===== src/rtl/core/arpc_pkg.sv =====
// Package for the ARP responder with aging cache.
// Holds the opcode, status and state codes and protocol constants; no dependencies.
`default_nettype none
package arpc_pkg;

	typedef enum logic [1:0] {
		OP_FRAME  = 2'd0,
		OP_TICK   = 2'd1,
		OP_REQ    = 2'd2,
		OP_LOOKUP = 2'd3
	} op_t;

	typedef enum logic [2:0] {
		ST_NONE      = 3'd0,
		ST_REFRESHED = 3'd1,
		ST_INSERTED  = 3'd2,
		ST_FULL      = 3'd3,
		ST_DROPPED   = 3'd4
	} status_t;

	typedef enum logic [2:0] {
		S_IDLE,
		S_SCAN,
		S_TICK,
		S_FINISH,
		S_OUT
	} state_t;

	localparam logic [1:0]  OPC_REQUEST    = 2'd1;
	localparam logic [1:0]  OPC_REPLY      = 2'd2;
	localparam logic [15:0] ARP_OPC_REQ    = 16'd1;
	localparam logic [13:0] MIN_FRAME_LEN  = 14'd42;
	localparam logic [15:0] HW_ETHERNET    = 16'h0001;
	localparam logic [15:0] PROTO_IPV4     = 16'h0800;
	localparam logic [7:0]  HW_ADDR_LEN    = 8'h06;
	localparam logic [7:0]  PROTO_ADDR_LEN = 8'h04;
	localparam logic [7:0]  AGE_MAX        = 8'hff;
	localparam logic [47:0] MAC_BCAST      = 48'hffff_ffff_ffff;
	localparam logic [7:0]  AGING_RESET    = 8'd5;

	localparam logic [1:0] REG_OWN_IP  = 2'd0;
	localparam logic [1:0] REG_OWN_MAC = 2'd1;
	localparam logic [1:0] REG_AGING   = 2'd2;

	// Entry word as stored: ip, mac, age.
	localparam int ENTRY_W = 88;

endpackage
`default_nettype wire


===== src/rtl/core/arpc_ram.sv =====
// Generic single-port RAM with registered read.
// No dependencies.
`default_nettype none
module arpc_ram #(
	parameter int WIDTH = 8,
	parameter int DEPTH = 16
) (
	input  wire logic                             clk,
	input  wire logic                             we,
	input  wire logic [$clog2(DEPTH > 1 ? DEPTH : 2)-1:0] addr,
	input  wire logic [WIDTH-1:0]                 wdata,
	output logic      [WIDTH-1:0]                 rdata
);
	logic [WIDTH-1:0] mem_q [DEPTH];

	always_ff @(posedge clk) begin
		if (we) begin
			mem_q[addr] <= wdata;
		end
		rdata <= mem_q[addr];
	end
endmodule
`default_nettype wire


===== src/rtl/core/arp_responder_with_aging_cache.sv =====
// Top level of the ARP responder with an aging IP-to-MAC cache.
// Uses arpc_pkg and one arpc_ram instance for the entry store.
//
//  channel  | handshake          | contents
//  ---------+--------------------+---------------------------------------
//  input    | in_valid/in_ready  | op and parsed ARP header fields
//  output   | out_valid/out_ready| frame to send, cache status, lookup
//  config   | cfg_we             | own_ip, own_mac, aging_seconds
//
// A frame or lookup walks the cache one entry a cycle through the single RAM port and
// one shared IP comparator; a tick walks it through the same port, alternating reads
// and write-backs. A request command or a malformed frame does not walk the cache. The
// write-back of a frame happens in the finish state that ends its scan.
// Reset clears all valid bits at once. The input is not ready while a word is
// being worked on or its result still waits on a stalled output.
`default_nettype none
module arp_responder_with_aging_cache #(
	parameter int CACHE_ENTRIES = 16
) (
	input  wire logic        clk,
	input  wire logic        arst_n,
	input  wire logic        in_valid,
	output logic             in_ready,
	input  wire logic [1:0]  op,
	input  wire logic [13:0] frame_len,
	input  wire logic [15:0] hw_type,
	input  wire logic [15:0] proto_type,
	input  wire logic [7:0]  hw_len,
	input  wire logic [7:0]  proto_len,
	input  wire logic [15:0] arp_opcode,
	input  wire logic [47:0] sender_mac,
	input  wire logic [31:0] sender_ip,
	input  wire logic [31:0] target_ip,
	output logic             out_valid,
	input  wire logic        out_ready,
	output logic             frame_valid,
	output logic [1:0]       out_opcode,
	output logic [47:0]      dest_mac,
	output logic [47:0]      out_sender_mac,
	output logic [31:0]      out_sender_ip,
	output logic [47:0]      out_target_mac,
	output logic [31:0]      out_target_ip,
	output logic [2:0]       cache_status,
	output logic             lookup_hit,
	output logic [47:0]      lookup_mac,
	input  wire logic        cfg_we,
	input  wire logic [1:0]  cfg_index,
	input  wire logic [47:0] cfg_data
);
	localparam int IW = $clog2(CACHE_ENTRIES > 1 ? CACHE_ENTRIES : 2);
	localparam int CW = IW + 1;

	arpc_pkg::state_t state_q, state_d;

	logic [31:0] own_ip_q;
	logic [47:0] own_mac_q;
	logic [7:0]  aging_q;

	logic [CACHE_ENTRIES-1:0] valid_q;

	// Latched word.
	logic [1:0]  op_q;
	logic        bad_q;
	logic        to_us_q;
	logic        is_req_q;
	logic [47:0] smac_q;
	logic [31:0] sip_q;
	logic [31:0] tip_q;

	// Scan bookkeeping: address counter, and a registered copy of the address that goes with the read data.
	logic [CW-1:0] cnt_q;
	logic [IW-1:0] rd_idx_q;
	logic          rd_ok_q;
	logic          hit_q;
	logic [IW-1:0] hit_idx_q;
	logic [47:0]   hit_mac_q;
	logic          free_q;
	logic [IW-1:0] free_idx_q;

	// RAM port.
	logic                      ram_we;
	logic [IW-1:0]             ram_addr;
	logic [arpc_pkg::ENTRY_W-1:0] ram_wdata, ram_rdata;

	arpc_ram #(.WIDTH(arpc_pkg::ENTRY_W), .DEPTH(CACHE_ENTRIES)) u_ram (
		.clk   (clk),
		.we    (ram_we),
		.addr  (ram_addr),
		.wdata (ram_wdata),
		.rdata (ram_rdata)
	);

	logic [31:0] rd_ip;
	logic [47:0] rd_mac;
	logic [7:0]  rd_age;
	logic        cmp_eq;
	logic [31:0] key;
	logic [7:0]  new_age;

	assign rd_ip  = ram_rdata[87:56];
	assign rd_mac = ram_rdata[55:8];
	assign rd_age = ram_rdata[7:0];
	assign key    = (op_q == arpc_pkg::OP_LOOKUP) ? tip_q : sip_q;
	// The one shared comparator of the scan.
	assign cmp_eq = valid_q[rd_idx_q] && (rd_ip == key);
	assign new_age = (rd_age < arpc_pkg::AGE_MAX) ? rd_age + 8'd1 : rd_age;

	logic final_hit, final_free;
	logic [IW-1:0] final_hit_idx, final_free_idx;
	logic [47:0]   final_hit_mac;

	always_comb begin
		final_hit      = hit_q;
		final_hit_idx  = hit_idx_q;
		final_hit_mac  = hit_mac_q;
		final_free     = free_q;
		final_free_idx = free_idx_q;
		if (rd_ok_q && !hit_q && cmp_eq) begin
			final_hit     = 1'b1;
			final_hit_idx = rd_idx_q;
			final_hit_mac = rd_mac;
		end
		if (rd_ok_q && !free_q && !valid_q[rd_idx_q]) begin
			final_free     = 1'b1;
			final_free_idx = rd_idx_q;
		end
	end

	always_comb begin
		state_d   = state_q;
		ram_we    = 1'b0;
		ram_addr  = cnt_q[IW-1:0];
		ram_wdata = {sip_q, smac_q, 8'd0};
		in_ready  = 1'b0;
		unique case (state_q)
			arpc_pkg::S_IDLE: begin
				in_ready = 1'b1;
				if (in_valid) begin
					unique case (op)
						arpc_pkg::OP_FRAME: begin
							if (frame_len < arpc_pkg::MIN_FRAME_LEN
								|| hw_type != arpc_pkg::HW_ETHERNET
								|| hw_len != arpc_pkg::HW_ADDR_LEN
								|| proto_type != arpc_pkg::PROTO_IPV4
								|| proto_len != arpc_pkg::PROTO_ADDR_LEN)
								state_d = arpc_pkg::S_OUT;
							else
								state_d = arpc_pkg::S_SCAN;
						end
						arpc_pkg::OP_TICK:   state_d = arpc_pkg::S_TICK;
						arpc_pkg::OP_REQ:    state_d = arpc_pkg::S_OUT;
						arpc_pkg::OP_LOOKUP: state_d = arpc_pkg::S_SCAN;
						default:             state_d = arpc_pkg::S_OUT;
					endcase
				end
			end
			arpc_pkg::S_SCAN: begin
				// Addresses issue until the last; the scan ends once the data of the last has been taken.
				if (!rd_ok_q && cnt_q == CW'(CACHE_ENTRIES)) begin
					state_d = arpc_pkg::S_FINISH;
				end
			end
			arpc_pkg::S_TICK: begin
				// Reads and write-backs alternate: the entry at cnt is read, and in the
				// following cycle the aged entry goes back to rd_idx.
				if (rd_ok_q) begin
					ram_we    = valid_q[rd_idx_q];
					ram_addr  = rd_idx_q;
					ram_wdata = {rd_ip, rd_mac, new_age};
				end
				if (!rd_ok_q && cnt_q == CW'(CACHE_ENTRIES)) begin
					state_d = arpc_pkg::S_OUT;
				end
			end
			arpc_pkg::S_FINISH: begin
				if (op_q == arpc_pkg::OP_FRAME) begin
					if (hit_q) begin
						ram_we    = 1'b1;
						ram_addr  = hit_idx_q;
					end else if (to_us_q && free_q) begin
						ram_we    = 1'b1;
						ram_addr  = free_idx_q;
					end
				end
				state_d = arpc_pkg::S_OUT;
			end
			arpc_pkg::S_OUT: begin
				if (out_ready) state_d = arpc_pkg::S_IDLE;
			end
			default: state_d = arpc_pkg::S_IDLE;
		endcase
	end

	assign out_valid = (state_q == arpc_pkg::S_OUT);

	always_ff @(posedge clk or negedge arst_n) begin
		if (!arst_n) begin
			state_q  <= arpc_pkg::S_IDLE;
			own_ip_q <= '0;
			own_mac_q <= '0;
			aging_q  <= arpc_pkg::AGING_RESET;
			valid_q  <= '0;
			cnt_q    <= '0;
			rd_ok_q  <= 1'b0;
		end else begin
			state_q <= state_d;
			if (cfg_we) begin
				unique case (cfg_index)
					arpc_pkg::REG_OWN_IP:  own_ip_q  <= cfg_data[31:0];
					arpc_pkg::REG_OWN_MAC: own_mac_q <= cfg_data;
					arpc_pkg::REG_AGING:   aging_q   <= cfg_data[7:0];
					default: ;
				endcase
			end
			rd_ok_q <= 1'b0;
			if (state_q == arpc_pkg::S_IDLE) begin
				cnt_q <= '0;
			end else if ((state_q == arpc_pkg::S_SCAN
				|| (state_q == arpc_pkg::S_TICK && !rd_ok_q))
				&& cnt_q != CW'(CACHE_ENTRIES)) begin
				cnt_q   <= cnt_q + CW'(1);
				rd_ok_q <= 1'b1;
			end
			if (state_q == arpc_pkg::S_TICK && rd_ok_q && valid_q[rd_idx_q]
				&& new_age > aging_q)
				valid_q[rd_idx_q] <= 1'b0;
			if (state_q == arpc_pkg::S_FINISH && op_q == arpc_pkg::OP_FRAME
				&& !hit_q && to_us_q && free_q)
				valid_q[free_idx_q] <= 1'b1;
		end
	end

	// Payload and scan registers.
	always_ff @(posedge clk) begin
		rd_idx_q <= cnt_q[IW-1:0];
		if (state_q == arpc_pkg::S_IDLE && in_valid) begin
			op_q     <= op;
			bad_q    <= frame_len < arpc_pkg::MIN_FRAME_LEN
				|| hw_type != arpc_pkg::HW_ETHERNET || hw_len != arpc_pkg::HW_ADDR_LEN
				|| proto_type != arpc_pkg::PROTO_IPV4
				|| proto_len != arpc_pkg::PROTO_ADDR_LEN;
			to_us_q  <= (target_ip == own_ip_q);
			is_req_q <= (arp_opcode == arpc_pkg::ARP_OPC_REQ);
			smac_q   <= sender_mac;
			sip_q    <= sender_ip;
			tip_q    <= target_ip;
			hit_q    <= 1'b0;
			free_q   <= 1'b0;
			hit_idx_q  <= '0;
			free_idx_q <= '0;
			hit_mac_q  <= '0;
		end else if (state_q == arpc_pkg::S_SCAN) begin
			hit_q      <= final_hit;
			hit_idx_q  <= final_hit_idx;
			hit_mac_q  <= final_hit_mac;
			free_q     <= final_free;
			free_idx_q <= final_free_idx;
		end
	end

	// Result fields from latched state.
	always_comb begin
		frame_valid    = 1'b0;
		out_opcode     = '0;
		dest_mac       = '0;
		out_sender_mac = '0;
		out_sender_ip  = '0;
		out_target_mac = '0;
		out_target_ip  = '0;
		cache_status   = arpc_pkg::ST_NONE;
		lookup_hit     = 1'b0;
		lookup_mac     = '0;
		case (op_q)
			arpc_pkg::OP_FRAME: begin
				if (bad_q) begin
					cache_status = arpc_pkg::ST_DROPPED;
				end else begin
					if (hit_q) cache_status = arpc_pkg::ST_REFRESHED;
					else if (to_us_q && free_q) cache_status = arpc_pkg::ST_INSERTED;
					else if (to_us_q) cache_status = arpc_pkg::ST_FULL;
					if (to_us_q && is_req_q) begin
						frame_valid    = 1'b1;
						out_opcode     = arpc_pkg::OPC_REPLY;
						dest_mac       = smac_q;
						out_sender_mac = own_mac_q;
						out_sender_ip  = own_ip_q;
						out_target_mac = smac_q;
						out_target_ip  = sip_q;
					end
				end
			end
			arpc_pkg::OP_REQ: begin
				frame_valid    = 1'b1;
				out_opcode     = arpc_pkg::OPC_REQUEST;
				dest_mac       = arpc_pkg::MAC_BCAST;
				out_sender_mac = own_mac_q;
				out_sender_ip  = sip_q;
				out_target_mac = arpc_pkg::MAC_BCAST;
				out_target_ip  = tip_q;
			end
			arpc_pkg::OP_LOOKUP: begin
				lookup_hit = hit_q;
				lookup_mac = hit_q ? hit_mac_q : '0;
			end
			default: ;
		endcase
	end
endmodule
`default_nettype wire

===== config.mk =====
export PLATFORM = sky130hd
export DESIGN_NAME = arp_responder_with_aging_cache
export DESIGN_NICKNAME = d
export VERILOG_FILES = /design/src/rtl/core/arpc_pkg.sv /design/src/rtl/core/arpc_ram.sv /design/src/rtl/core/arp_responder_with_aging_cache.sv
export SDC_FILE = /design/constraint.sdc
export NUM_CORES = 2
export LEC_CHECK = 0
export BUFFER_PORTS_ARGS = -buffer_cell sky130_fd_sc_hd__buf_2
export CORE_MARGIN = 10
export CORE_UTILIZATION = 62
export CTS_CLUSTER_DIAMETER = 30
export DETAILED_ROUTE_END_ITERATION = 8
export GPL_TIMING_DRIVEN = 0
export PLACE_DENSITY_LB_ADDON = 0.15
export SYNTH_ARGS = -nofsm -noshare
export SYNTH_HDL_FRONTEND = slang
export SYNTH_SLANG_ARGS = --single-unit

===== constraint.sdc =====
create_clock -name clk -period 16.74 [get_ports clk]
set_input_delay 1.674 -clock clk [delete_from_list [all_inputs] [get_ports clk]]
set_output_delay 1.674 -clock clk [all_outputs]
set_load 0.01 [all_outputs]

Word-level counts from Yosys, hierarchy flattened
Memory sizes are Yosys's and may differ from the RTL's. A register that Yosys moved wholly into a read port is not among the register bits.
Index checks and enable logic that the tools add are counted.
{"block": "totals", "ramBits": 1408, "ff_bits": 292, "in_bits": 247, "memories": 1}
{"memory": "u_ram.mem_q", "depth": 16, "width": 88, "read_ports": 1, "rd_clocked_by_memory_dff": 1, "wr": 1, "line": "arpc_ram.sv:14", "text": "logic [WIDTH-1:0] mem_q [DEPTH];"}
{"block": "op_classes", "n_addsub": 2, "eq_ne": 24, "muxes": 62, "magnitude_cmp": 7, "n_reduce_logical": 40, "bitwise": 3}
{"operator": "$mux W48", "n": 6}
{"operator": "$pmux W48 S2", "n": 2}
{"operator": "$mux W88", "n": 2}
{"operator": "$mux W32", "n": 5}
{"operator": "$pmux W32 S2", "n": 2}
{"operator": "$eq A32 B32 Y1", "n": 2}
{"operator": "$mux W16", "n": 2}
{"operator": "$mux W3", "n": 7}
{"operator": "$logic_and A1 B1 Y1", "n": 20}
{"operator": "$and A16 B16 Y16", "n": 1}
{"operator": "$eq A16 B1 Y1 const B", "n": 1}
{"operator": "$mux W4", "n": 4}
{"operator": "$ne A16 B1 Y1 const B", "n": 1}
{"operator": "$ne A16 B12 Y1 const B", "n": 1}
{"operator": "$ne A8 B3 Y1 const B", "n": 2}
{"operator": "$not A16 Y16", "n": 1}
{"operator": "$or A16 B16 Y16", "n": 1}
{"operator": "$mux W1", "n": 15}
{"operator": "$pmux W3 S5", "n": 1}
{"operator": "$lt A14 B6 Y1 const B", "n": 1}
{"operator": "$pmux W3 S4", "n": 1}
{"operator": "$eq A2 B2 Y1 const B", "n": 5}
{"operator": "$lt A4 B5 Y1 const B", "n": 2}
{"operator": "$mux W2", "n": 5}
{"operator": "other kinds (27)", "n": 48}

Longest topological paths before layout
{"block": "logic_depth", "ltp_word": 9, "mapped_depth": 14, "depth_no_buf": 13}

Cells and area by module
From an unflattened synthesis, not the netlist that was laid out.
{"block": "hier_totals", "hier_cells": 3817, "area_unflattened_um2": 69900.8}
{"module": "arpc_ram", "seq_area_each_um2": 44042.2, "area_each_um2": 54320.8, "instances": 1, "cells_each": 2258}
{"module": "arp_responder_with_aging_cache", "seq_area_each_um2": 7584.8, "area_each_um2": 15579.9, "instances": 1, "cells_each": 1559}

Worst setup path after synthesis
Ideal clock, no wire load.
{"block": "synth_timing", "path_type": "register -> register", "start": "reg state_q[2]", "end": "mem u_ram.mem_q[0][0] (netlist bit), enable pin", "setup_slack_ns": 10.444, "n_path_buf": 5, "t_required_ns": 16.204, "stages_incl_launch_ff": 12, "arrival_time_ns": 5.761, "path_cell_list": "dfrtp_1 -> buf_2 -> and4bb_1 -> buf_2 -> a21oi_2 -> a221o_1 -> buf_2 -> buf_2 -> clkbuf_1 -> a21oi_1 -> nand2_1 -> nor2_1"}
{"block": "synth_via", "elab_chain_len": 4, "word_cells_on_any_way": 6}
{"item": "from (decl)", "line": "arp_responder_with_aging_cache.sv:53", "text": "arpc_pkg::state_t state_q, state_d;"}
{"item": "from (signal assigned)", "line": "arp_responder_with_aging_cache.sv:198", "text": "state_q <= arpc_pkg::S_IDLE;"}
{"item": "from (signal assigned)", "line": "arp_responder_with_aging_cache.sv:206", "text": "state_q <= state_d;"}
{"item": "$eq A3 B2 Y1", "line": "arp_responder_with_aging_cache.sv:135", "text": "unique case (state_q)"}
{"item": "$pmux W1 S2", "line": "arp_responder_with_aging_cache.sv:135"}
{"item": "$mux W1", "line": "arpc_ram.sv:17", "text": "if (we) begin"}
{"item": "$mux W1 (not written as such)", "line": "arpc_ram.sv:18", "text": "mem_q[addr] <= wdata;"}
{"item": "to (decl)", "line": "arpc_ram.sv:14"}
Parallel ways exist; a longest one is shown, timed or not.

Final worst setup path
{"block": "layout_timing", "start": "reg op_q[1]", "end": "out out_target_mac[46]"}
{"block": "layout_via", "elab_chain_len": 2, "word_cells_on_any_way": 3}
{"item": "from (decl)", "line": "arp_responder_with_aging_cache.sv:62", "text": "logic [1:0] op_q;"}
{"item": "from (signal assigned)", "line": "arp_responder_with_aging_cache.sv:237", "text": "op_q <= op;"}
{"item": "$eq A2 B2 Y1 or $logic_not A2 Y1 (tied branches)", "line": "arp_responder_with_aging_cache.sv:273", "text": "case (op_q)"}
{"item": "$pmux W48 S2 *", "line": "arp_responder_with_aging_cache.sv:273"}
{"item": "to (decl)", "line": "arp_responder_with_aging_cache.sv:41", "text": "output logic [47:0] out_target_mac,"}
Mark *: on every way between the ends. The rest lies on a longest branch, timed or not.

==> out/results.tsv <==
stage	metric	value	unit
outcome	status	complete, but fails checks	
outcome	violated checks	capacitance limit, slew limit	
cts	CTS clk-pin slew, worst paths	50	ps
synthesis	post-synthesis cell type count	70	
finish	number of fill cells	6532	
placement	hpwl dp	152000	um
power_and_ir_drop	Sw Share	0.306	
sta	Slew Limit Fails	11	
synthesis	number of synthesized flops with an enable pin	1525	
drt	DR iter-0 viols	6703	
synthesis	post-synthesis xor/xnor area fraction	0.00699	
drt	drt pass-1 iters	9	
cts	Post-CTS Setup Bufs	0	
synthesis	fraction of registers with async set or reset after synthesis	0.0632	
power_and_ir_drop	Internal Pwr Total	10.5	mW
synthesis	Syn Std Cell Area	71400	um^2
critical_path	crit path from	op_q[1]	
placement	port bufs	510	
power_and_ir_drop	leakage power	34.0	nW
synthesis	synth warn	0	
critical_path	Reg2Reg Setup Slack	10360	ps
grt	number of global-route vias before repair	51500	
hold_path	hold crit path type	flop to flop	
finish	Area Overhead vs Synth	23.8	%
power_and_ir_drop	Sw Pwr	4.65	mW
grt	total grt overflow	0	
die	chip width	359	um
drt	routed len/inst	28.7	um
die	Die Area	129000	um^2
grt	first-pass GRT wire length	333000	um
sta	Tmin final	6800	ps
cts	worst skew pair latency	920	ps
sta	clock skew	53.7	ps
placement	DP Cell Count	7427	
hold_path	Hold Startpoint	cnt_q[0]	
cts	CTS max path bufs	4	
cts	CTS Sinks	1788	
cts	cts hold-fix bufs	0	
critical_path	Req. time, crit path	15070	ps
sta	Worst slew margin	-0.0310	
die	initial cell density of the core	0.624	
cts	H-tree depth	5	
finish	nets@finish	6505	
drt	Vias/cell	6.39	
synthesis	mux share of post-synthesis cell area	0.0451	
synthesis	Avg Cell Area, Syn	13.4	um^2
finish	non-filler cells, final	8026	
critical_path	Setup CP Type	flop to output port	
sta	Max Clock Freq	0.147	GHz
grt	gr usage total	0.344	
synthesis	Post-Synth Simple-Gate Area	0.128	
finish	layout cells sized above 1	0.211	
cts	post-CTS sizing	0	
drt	drt drc	0	
cts	clk root buf	clkbuf_16	
power_and_ir_drop	sequential share of power	0.368	
critical_path	Reg-to-Reg Start	state_q[2]	
sta	worst slew pin tran	1550	ps
drt	wirelength, routed	230000	um
die	Die Y	359	um
drt	post-route ant nets	0	
drt	via count	51300	
sta	unrepaired setup endpoints after global routing	false	
cts	CTS buffer count	329	
critical_path	reg2reg end	u_ram.mem_q[15][85]	
cts	TritonCTS clock tree	built	
synthesis	FF+latch count, synth	1788	
synthesis	adder-cell share of the synthesized area	0.00193	
sta	period utilisation layout	0.406	
power_and_ir_drop	Clock Power Share	0.437	
synthesis	largest family of logic cells by synthesized area	simple AND/OR/NAND/NOR gates	
critical_path	cell count of the worst reg-to-reg path	12	
sta	Final Hold Violating Endpoints	0	
synthesis	cells after synthesis	5342	
synthesis	syn_nets	5600	
die	I/O pin count	512	
sta	post-route setup TNS	0	ps
power_and_ir_drop	Comb pwr share	0.196	
critical_path	Max FO, Critical Path	11	
grt	pin count of the biggest net entering global routing	82	
critical_path	WP data arrival	5120	ps
sta	Final setup viols	0	
hold_path	WHS Endpoint	rd_idx_q[0]	
critical_path	crit end category	output port	
hold_path	Hold Path Depth	0	
die	# rows	124	
grt	initial antenna violation count	21	
synthesis	Compound-Gate Fraction of Synth Area	0.0679	
job	Max-cap violations	2	
critical_path	Startpoint Class	flop	
synthesis	post-synthesis sequential area ratio	0.723	
synthesis	Synth Flop Type	edfxtp_1	
power_and_ir_drop	P per Cell Area	172	nW/um^2
power_and_ir_drop	Worst VDD drop	134	uV
placement	RD Place Congestion	0.946	
die	Core Area	114000	um^2
[cell type report]
cell class / count / area [um^2] / area share
Sequential cell: 1788 / 51600 / 0.584
Multi-Input combinational cell: 3143 / 18000 / 0.203
Clock buffer: 385 / 8620 / 0.0975
Timing Repair Buffer: 574 / 3830 / 0.0433
Clock inverter: 201 / 2490 / 0.0282
Tap cell: 1512 / 1890 / 0.0214
Buffer: 384 / 1840 / 0.0208
Inverter: 27 / 101 / 0.00115
Antenna cell: 12 / 30.0 / 0.000340
[per-stage QoR]
step	power (mW)	cell area, um^2	setup slack [ps]	util	hold WS, ps
3_5_place_dp	8.48	77200	10720	0.676	453
4_1_cts	15.1	88400	9990	0.773	468
5_1_grt	15.6	88400	9900	0.773	487
6_report	15.2	88400	9940	0.773	469
2_1_floorplan	7.24	71400	10440	-	420
3_3_place_gp	8.40	75800	4740	0.663	455
[layout by cell type (no fill, tap or decap), drive strengths merged, types with 12 or more instances in the layout]
cell type / synthesis / layout
nor4: 116 / 116
clkinv: 0 / 90
o21ai: 95 / 95
bufinv: 0 / 43
xor2: 39 / 39
and2: 60 / 60
nand3: 189 / 189
dfrtp: 111 / 111
clkinvlp: 0 / 32
o22ai: 93 / 93
nand4: 65 / 65
nor2: 48 / 48
nor3: 16 / 16
diode: 0 / 12
nand2: 1495 / 1495
buf: 163 / 737
a22o: 64 / 64
clkbuf: 221 / 606
inv: 27 / 63
nand2b: 12 / 12
mux2i: 208 / 208
dfxtp: 150 / 150
a32o: 177 / 177
a21o: 54 / 54
mux2: 93 / 93
edfxtp: 1525 / 1525
a21oi: 153 / 153
nor2b: 63 / 63
xnor2: 18 / 18
[worst max path at each step]
stage	slack [ps]	cells after the start	endpoint
after floorplan	10440	11	u_ram.mem_q[0][0]
after global placement	4740	10	u_ram.mem_q[15][11]
after detailed placement	10720	12	u_ram.mem_q[15][85]
after CTS	9990	8	out_target_mac[46]
after global routing	9900	8	out_target_mac[46]
final	9940	8	out_target_mac[46]
[power by group through the flow]
stage	Sequential [mW]	Combinational [mW]	Clock, mW
floorplan	5.53	1.71	0
global placement	5.67	2.74	0
detailed placement	5.65	2.84	0
CTS	5.57	2.90	6.64
global route	5.59	3.14	6.85
finish	5.59	2.97	6.64
[layer usage]
layer	part of all wire	wire length [um]	vias up	track usage
li1	-	-	21500	-
met5	0.00025	58	-	0
met3	0.12	26900	724	0.0953
met4	0.062	14300	8	0.199
met1	0.35	79800	25200	0.417
met2	0.47	109000	3806	0.554
[flip-flops by register name, summed over array words and instances (netlist names), 2 cells and up]
| signal | count |
|---|---|
| hit_idx_q | 4 |
| state_q | 3 |
| u_ram.rdata | 88 |
| sip_q | 32 |
| own_ip_q | 32 |
| op_q | 2 |
| u_ram.mem_q | 1408 |
| own_mac_q | 48 |
| valid_q | 16 |
| aging_q | 8 |
| tip_q | 32 |
| cnt_q | 5 |
| smac_q | 48 |
| rd_idx_q | 4 |
| hit_mac_q | 48 |
| free_idx_q | 4 |
[cell families (layout without fill, tap and decap cells)]
family	Yosys count	in the layout
AND/OR/NAND/NOR	2103	2103
flip-flops	1788	1788
AO/OA/AOI/OAI	667	667
buffers and inverters	411	1571
multiplexers	305	305
XOR/XNOR	57	57
adder cells (fa/ha/maj)	11	11
other	0	12
[critical path, stage by stage (launching register included)]
cell and delay [ps]:
edfxtp_1 370, buf_4 200, or2_2 320, nor3_2 790, clkbuf_1 900, clkbuf_1 1060
a21o_1 330, buf_4 130, buf_2 120
[cells in the mapped netlist, drive strengths merged, types with 2 or more instances]
library cell | count | share of area
xnor2 | 18 | 0.0022
mux2i | 208 | 0.029
a21o | 54 | 0.0057
clkbuf | 221 | 0.012
o211ai | 2 | 0.00021
o31ai | 4 | 0.00042
nor3 | 16 | 0.0013
or3 | 7 | 0.00061
inv | 27 | 0.0014
nor4b | 6 | 0.00082
a32o | 177 | 0.025
buf | 163 | 0.014
nand2 | 1495 | 0.079
nor2 | 48 | 0.0026
nand3 | 189 | 0.013
a221oi | 4 | 0.00074
dfrtp | 111 | 0.039
and3 | 5 | 0.00044
and4 | 3 | 0.00037
o22ai | 93 | 0.0082
nor4 | 116 | 0.010
xor2 | 39 | 0.0048
a22o | 64 | 0.0079
nor3b | 4 | 0.00042
o21ai | 95 | 0.0067
nand3b | 6 | 0.00063
ha | 11 | 0.0019
a31oi | 4 | 0.00035
nand4 | 65 | 0.0057
mux2 | 93 | 0.015
or2 | 3 | 0.00026
dfxtp | 150 | 0.042
dfstp | 2 | 0.00074
and3b | 2 | 0.00025
mux4 | 4 | 0.0013
a221o | 2 | 0.00028
a2111oi | 2 | 0.00033
edfxtp | 1525 | 0.64
nand2b | 12 | 0.0011
nor2b | 63 | 0.0055
and2 | 60 | 0.0053
a21oi | 153 | 0.011
Power figures use the tool's default switching activity.
